==> config.mk <==
export PLATFORM = sky130hd
export DESIGN_NAME = lru_key_value_cache
export DESIGN_NICKNAME = d
export VERILOG_FILES = /design/src/lkvc_pkg.sv /design/src/lkvc_store.sv /design/src/lru_key_value_cache.sv
export SDC_FILE = /design/constraint.sdc
export NUM_CORES = 1
export LEC_CHECK = 0
export BUFFER_PORTS_ARGS = -buffer_cell sky130_fd_sc_hd__buf_4
export CAP_MARGIN = 20
export CELL_PAD_IN_SITES_DETAIL_PLACEMENT = 1
export CELL_PAD_IN_SITES_GLOBAL_PLACEMENT = 1
export CORE_UTILIZATION = 58
export DETAILED_ROUTE_END_ITERATION = 8
export PLACE_DENSITY_LB_ADDON = 0.1
export SYNTH_ARGS = -nofsm -noshare
export SYNTH_HDL_FRONTEND = slang
export SYNTH_SLANG_ARGS = --single-unit
==> constraint.sdc <==
create_clock -name clk_i -period 16.1 [get_ports clk_i]
set_input_delay 1.61 -clock clk_i [delete_from_list [all_inputs] [get_ports clk_i]]
set_output_delay 1.61 -clock clk_i [all_outputs]
set_load 0.005 [all_outputs]
==> src/lkvc_pkg.sv <==
// Package for the key/value cache with least-recently-used replacement.
// Holds the sizes, the request and response types and the capacity clamp.
// No dependencies.
package lkvc_pkg;

  localparam int unsigned ENTRIES = 16;
  localparam int unsigned KEY_W   = 32;
  localparam int unsigned VAL_W   = 32;
  localparam int unsigned CAP_W   = 5;
  localparam int unsigned RANK_W  = $clog2(ENTRIES);
  localparam int unsigned OCC_W   = $clog2(ENTRIES + 1);

  localparam logic [CAP_W-1:0] CAP_RESET = 5'd16;

  typedef enum logic {
    ACT_GET = 1'b0,
    ACT_SET = 1'b1
  } action_e;

  typedef struct packed {
    action_e                 action;
    logic signed [KEY_W-1:0] key;
    logic signed [VAL_W-1:0] value;
  } req_t;

  typedef struct packed {
    logic                    found;
    logic signed [VAL_W-1:0] read_value;
    logic                    evicted;
  } rsp_t;

  // A capacity of zero behaves as one, and one above the store size as the store size.
  function automatic logic [OCC_W-1:0] clamp_cap(input logic [CAP_W-1:0] cap);
    logic [OCC_W-1:0] res;
    if (cap == '0) begin
      res = OCC_W'(1);
    end else if (32'(cap) > ENTRIES) begin
      res = OCC_W'(ENTRIES);
    end else begin
      res = OCC_W'(cap);
    end
    return res;
  endfunction

endpackage

==> src/lkvc_store.sv <==
// Entry store of the cache: keys, values, valid bits, recency ranks and occupancy,
// with the parallel key match and the recency rank update.
// Depends on lkvc_pkg.
module lkvc_store import lkvc_pkg::*; (
  input  logic             clk_i,
  input  logic             rst_ni,
  input  logic             fire_i,
  input  req_t             req_i,
  input  logic [OCC_W-1:0] cap_i,
  output rsp_t             rsp_o
);

  logic signed [KEY_W-1:0] key_q  [ENTRIES];
  logic signed [VAL_W-1:0] val_q  [ENTRIES];
  logic [RANK_W-1:0]       rank_q [ENTRIES];
  logic [RANK_W-1:0]       rank_d [ENTRIES];
  logic [ENTRIES-1:0]      valid_q, valid_d;
  logic [OCC_W-1:0]        occ_q, occ_d;

  logic [ENTRIES-1:0]      hit_vec, vict_vec, free_vec, tgt_vec;
  logic [RANK_W-1:0]       occ_last, sel_rank;
  logic signed [VAL_W-1:0] rd_val;
  logic                    hit_any, is_set, can_fill, do_fill, do_upd, wr_val, wr_key;

  always_comb begin
    occ_last = RANK_W'(occ_q - OCC_W'(1));
    free_vec = ~valid_q & (valid_q + ENTRIES'(1));
    for (int i = 0; i < ENTRIES; i++) begin
      hit_vec[i]  = valid_q[i] && (key_q[i] == req_i.key);
      vict_vec[i] = valid_q[i] && (rank_q[i] == occ_last);
    end
    hit_any  = |hit_vec;
    is_set   = (req_i.action == ACT_SET);
    can_fill = (occ_q < cap_i);
    if (hit_any) begin
      tgt_vec = hit_vec;
    end else if (can_fill) begin
      tgt_vec = free_vec;
    end else begin
      tgt_vec = vict_vec;
    end

    sel_rank = '0;
    rd_val   = '0;
    for (int i = 0; i < ENTRIES; i++) begin
      if (tgt_vec[i]) begin
        sel_rank = sel_rank | rank_q[i];
      end
      if (hit_vec[i]) begin
        rd_val = rd_val | val_q[i];
      end
    end

    do_upd  = fire_i && (hit_any || is_set);
    do_fill = fire_i && is_set && !hit_any && can_fill;
    wr_val  = fire_i && is_set;
    wr_key  = fire_i && is_set && !hit_any;

    valid_d = valid_q;
    occ_d   = occ_q;
    if (do_fill) begin
      valid_d = valid_q | free_vec;
      occ_d   = occ_q + OCC_W'(1);
    end
    for (int i = 0; i < ENTRIES; i++) begin
      rank_d[i] = rank_q[i];
      if (do_upd) begin
        if (tgt_vec[i]) begin
          rank_d[i] = '0;
        end else if (valid_q[i] && (do_fill || (rank_q[i] < sel_rank))) begin
          rank_d[i] = rank_q[i] + RANK_W'(1);
        end
      end
    end

    rsp_o.found      = hit_any;
    rsp_o.read_value = (hit_any && !is_set) ? rd_val : '0;
    rsp_o.evicted    = is_set && !hit_any && !can_fill;
  end

  always_ff @(posedge clk_i or negedge rst_ni) begin
    if (!rst_ni) begin
      valid_q <= '0;
      occ_q   <= '0;
      for (int i = 0; i < ENTRIES; i++) begin
        rank_q[i] <= '0;
      end
    end else begin
      valid_q <= valid_d;
      occ_q   <= occ_d;
      for (int i = 0; i < ENTRIES; i++) begin
        rank_q[i] <= rank_d[i];
      end
    end
  end

  always_ff @(posedge clk_i) begin
    for (int i = 0; i < ENTRIES; i++) begin
      if (wr_val && tgt_vec[i]) begin
        val_q[i] <= req_i.value;
      end
      if (wr_key && tgt_vec[i]) begin
        key_q[i] <= req_i.key;
      end
    end
  end

endmodule

==> src/lru_key_value_cache.sv <==
// Top level of the key/value cache with least-recently-used replacement.
// Request register, entry store, response register and the capacity register.
// Depends on lkvc_pkg and lkvc_store.
//
//   channel   handshake                 payload
//   request   in_valid_i / in_stall_o   in_req_i   (req_t)
//   response  out_valid_o / out_stall_i out_rsp_o  (rsp_t)
//   config    cfg_valid_i / cfg_ready_o cfg_data_i (capacity)
//
// One request per cycle while the response side does not stall; a response is presented
// from the response register, once its request has left the request register.
// The lookup and the recency update of the whole store are done combinationally between
// the request register and the response register.
// Reset empties the cache and sets the capacity to sixteen; no clearing pass is needed.
// A stalled response holds the request register, which stalls the request side.
module lru_key_value_cache import lkvc_pkg::*; (
  input  logic             clk_i,
  input  logic             rst_ni,
  input  logic             in_valid_i,
  output logic             in_stall_o,
  input  req_t             in_req_i,
  output logic             out_valid_o,
  input  logic             out_stall_i,
  output rsp_t             out_rsp_o,
  input  logic             cfg_valid_i,
  output logic             cfg_ready_o,
  input  logic [CAP_W-1:0] cfg_data_i
);

  logic             req_valid_q, req_valid_d;
  req_t             req_q;
  logic             out_valid_q, out_valid_d;
  rsp_t             rsp_q, rsp_c;
  logic [CAP_W-1:0] cap_q;
  logic             advance, fire, in_acc;

  always_comb begin
    advance     = !out_valid_q || !out_stall_i;
    fire        = req_valid_q && advance;
    in_stall_o  = req_valid_q && !advance;
    in_acc      = in_valid_i && !in_stall_o;
    req_valid_d = req_valid_q;
    if (in_acc) begin
      req_valid_d = 1'b1;
    end else if (fire) begin
      req_valid_d = 1'b0;
    end
    out_valid_d = out_valid_q;
    if (fire) begin
      out_valid_d = 1'b1;
    end else if (out_valid_q && !out_stall_i) begin
      out_valid_d = 1'b0;
    end
  end

  lkvc_store u_store (
    .clk_i  (clk_i),
    .rst_ni (rst_ni),
    .fire_i (fire),
    .req_i  (req_q),
    .cap_i  (clamp_cap(cap_q)),
    .rsp_o  (rsp_c)
  );

  always_ff @(posedge clk_i or negedge rst_ni) begin
    if (!rst_ni) begin
      req_valid_q <= 1'b0;
      out_valid_q <= 1'b0;
      cap_q       <= CAP_RESET;
    end else begin
      req_valid_q <= req_valid_d;
      out_valid_q <= out_valid_d;
      if (cfg_valid_i && cfg_ready_o) begin
        cap_q <= cfg_data_i;
      end
    end
  end

  always_ff @(posedge clk_i) begin
    if (in_acc) begin
      req_q <= in_req_i;
    end
    if (fire) begin
      rsp_q <= rsp_c;
    end
  end

  assign cfg_ready_o = 1'b1;
  assign out_valid_o = out_valid_q;
  assign out_rsp_o   = rsp_q;

endmodule

==> metrics.md <==
| Metric | Value |
|---|---|
| Outcome | `complete, but fails checks` |
| Failing checks | `DRC` |
| Sequential fraction of the synthesis area | `69.22%` |
| Yosys warns | `0` |
| Total core area | `88,650 um^2` |
| Initial Util | `58.71%` |
| Port bufs | `110` |
| Post-Synthesis Mean Instance Area | `15.25 um^2` |
| Antenna-violating nets left | `0` |
| Worst Hold Depth | `1` |
| Number of synthesized flops with an enable pin | `1,123` |
| Setup ws final | `8395 ps` |
| FILL cells | `7,893` |
| Number of post-CTS setup repair buffers | `0` |
| Vias in the first global route | `36.07k` |
| CTS Root Cell | `clkbuf_16` |
| Drt wl/cell | `34.43 um` |
| Number of buffers created by CTS | `121` |
| Fmax | `129.8 MHz` |
| R2r endpoint | `u_store.rank_q[18]` |
| Worst path arrival time | `8300 ps` |
| Clk pwr share | `34.0%` |
| H-tree levels | `3` |
| Peak supply drop | `0.0001587 V` |
| FF+latch count, synth | `1,215` |
| Required time of the worst setup path | `16,690 ps` |
| Post-route design area | `58,690 um^2` |
| Max clock buf depth | `3` |
| Clock sinks | `1,215` |
| Largest delay share family, worst path | `simple AND/OR/NAND/NOR gates` |
| Place WS | `8944 ps` |
| Crit path time final | `7705 ps` |
| Mapped cell area | `52,050 um^2` |
| Setup TNS | `0 ps` |
| Worst slew pin tran | `1096 ps` |
| Setup-failing EPs final | `0` |
| Initial antenna violation count | `3` |
| DRC Markers | `4` |
| CP max stage cell | `o21ai_0` |
| Layout cells sized above 1 | `13.53%` |
| Starting DRT DRC Count | `4,201` |
| Largest net degree at the start of global routing | `60` |
| Critical-path cell list | `buf_4 -> xor2_1 -> nor2_1 -> nand4b_1 -> nor3_4 -> buf_4 -> nor4_1 -> nor4b_1 -> nand2_1 -> o21ai_0 -> a22o_1 -> a221oi_1 -> and4_1 -> ha_1 -> or3_1 -> a21oi_1 -> o211ai_1 -> a31oi_1 -> a21oi_1 -> a31o_2` |
| Die ar. | `90,940 um^2` |
| Unrepaired setup endpoints after global routing | `false` |
| Reg2Reg Depth | `20` |
| Met2 wire length | `80.48 mm` |
| Placed inst area | `54,560 um^2` |
| First-pass GRT wire length | `241.5 mm` |
| Rows | `109` |
| I/O pin count | `112` |
| Flop2flop setup slack | `8390 ps` |
| Hold Violations, Final | `0` |
| Drt first pass iters | `8` |
| Die Wd | `301.6 um` |
| Pins over their slew limit | `0` |
| Total power | `0.008695 W` |
| Top sig layer | `met5` |
| Reg clk slew, reported paths | `60 ps` |
| Routed via count | `33.94k` |
| Max Fanout on Critical Path | `37` |
| Worst Hold Class | `flip-flop to flip-flop` |
| Gr ovfl total | `0` |
| Most common flop cell mapped by yosys | `edfxtp_1` |
| Setup Skew | `87.18 ps` |
| Hold Crit Start | `req_valid_q` |
| WP buf/inv | `2` |
| Endpoint of the worst hold path | `out_valid_o` |
| Post-synth net total | `3,557` |
| Hpwl dp | `93.10 mm` |
| Fin crit share | `47.86%` |
| Slew headroom | `26.46%` |
| Final WL | `167.1 mm` |
| Via/cell ratio | `6.990` |
| Slowest cell delay on critical path | `730 ps` |
| WL met3 | `16.51 mm` |
| Critical setup path kind | `flip-flop to flip-flop` |
| Combinational power share | `21.3%` |
| Nets | `3,731` |
| Int Pwr | `0.006035 W` |
| Synthesized instance count | `3,412` |
| DRT met1 WL | `62.03 mm` |
| Gpl congestion | `0.8932` |
| Synth async-reset ratio | `7.572%` |
| Area grow syn2layout | `12.77%` |
| CTS tree | `done` |
| Power Dens Cells | `148.1 nW/um^2` |
| Maximum capacitance violations | `0` |
| Switching Fraction | `30.60%` |
| CP Launch Type | `flip-flop` |
| Flop pwr share | `44.7%` |
| Chip height | `301.6 um` |
| Hold Buf Count CTS | `0` |
| Insertion delay to the later sink of the worst-skew pair | `750 ps` |
| CP Capture Type | `flip-flop` |
| Switching power | `0.002660 W` |
| GRT Util Overall | `36.71%` |
| Pleak | `19.65 nW` |
| PostCTS Resize Cnt | `0` |
| Worst r2r src | `req_q[48]` |
| Post-synth cell types | `87` |
## kinds of logic after synthesis
logic type,after synthesis,synth area share (%)
flip-flops,1215,69.22
AND/OR/NAND/NOR,749,8.173
XOR/XNOR,596,10.23
AO/OA/AOI/OAI,556,8.318
buffers and inverters,209,2.055
adder cells (fa/ha/maj),70,1.683
multiplexers,16,0.3197
other,1,0.007205
## cells in the mapped netlist (7+ instances only)
master       n  area (um^2)
buf_4       63        473.0
nand4b_1    21        183.9
buf_1        8        30.03
nor2_1      98        367.9
or4_1       22        165.2
edfxtp_1  1123        33720
a22oi_1     75        563.0
a31o_2      10        87.58
nor3_2       7        70.07
buf_2        8        40.04
dfrtp_1     91         2277
clkbuf_1    82        307.8
xnor3_1      7        157.7
nor3_1      40        200.2
or3_1       21        131.4
and3_1      44        275.3
a21oi_1     43        215.2
o31ai_1      8        60.06
inv_1       42        157.7
nor4b_1     17        148.9
nor4_1     161         1007
o21ai_0     36        180.2
nand2b_1    15        93.84
a31oi_1     41        256.5
o22ai_1     10        62.56
nand2_1    117        439.2
ha_1        70        875.8
nand3_1     62        310.3
a22o_1     105        919.6
o21a_1      30        225.2
a221oi_1   104        910.9
xor2_1     392         3433
xnor2_1    196         1717
mux2i_1     11        110.1
a32o_1      11        110.1
o211ai_1    19        142.6
a21o_1      11        82.58
nand4_1     82        513.0
## worst max path at each step
stage	from	end	cells past startpoint
3_5_place_dp	req_q[48]	u_store.rank_q[18]	20
6_report	req_q[48]	u_store.rank_q[18]	20
5_1_grt	req_q[48]	u_store.rank_q[58]	22
3_3_place_gp	req_q[50]	u_store.rank_q[58]	22
2_1_floorplan	u_store.occ_q[0]	u_store.rank_q[46]	23
4_1_cts	req_q[48]	u_store.rank_q[14]	22
## per-layer routing
metal / track usage [%] / up-vias
li1: - / 13720
met1: 48.09 / 17330
met2: 60.39 / 2372
met3: 6.167 / 511
met4: 16.62 / 2
met5: 0 / -
## sequential cells by signal, indices dropped and copies added, names as in the netlist, 5 cells and up
signal,count
u_store.valid_q,16
req_q,65
u_store.key_q,512
out_rsp_o,34
cap_q,5
u_store.rank_q,64
u_store.val_q,512
u_store.occ_q,5
## power groups by stage
| stage | Sequential [W] | Combinational, W | Clock [W] |
|---|---|---|---|
| 3_5_place_dp | 0.00394 | 0.00180 | 0 |
| 2_1_floorplan | 0.00386 | 0.00122 | 0 |
| 3_3_place_gp | 0.00392 | 0.00171 | 0 |
| 5_1_grt | 0.00389 | 0.00199 | 0.00306 |
| 6_report | 0.00388 | 0.00186 | 0.00295 |
| 4_1_cts | 0.00388 | 0.00182 | 0.00296 |
## stage by stage
step,cells,util [%],hold WS (ps)
after detailed placement,4628,61.55,478.8
after CTS,4853,66.20,494.8
final,4855,66.21,494.6
after floorplan,3412,-,449.2
after global placement,4628,61.55,461.4
after global routing,4854,66.21,518.6
## layout by cell type (no fill, tap or decap), drive strengths merged, types with 44 or more instances in the layout
cell type / instances
nand3: 62
edfxtp: 1123
and3: 44
nand2: 118
xor2: 392
a22o: 105
ha: 70
clkbuf: 142
nand4: 82
a221oi: 105
a22oi: 75
dfrtp: 91
buf: 218
nor2: 98
nor3: 47
xnor2: 197
nor4: 164
clkinv: 55
## cell type report
class                      instances  area [um^2]  area share (%)
timing repair buffer             218         1637           2.788
clock inverter                    83         1002           1.708
multi-input combinational       1988        15280           26.04
tap                             1165         1458           2.483
sequential                      1215        36030           61.38
clock buffer                     142         3127           5.327
antenna                            2        5.005        0.008527
inverter                          42        157.7          0.2686
(Power assumes the default switching activity.)
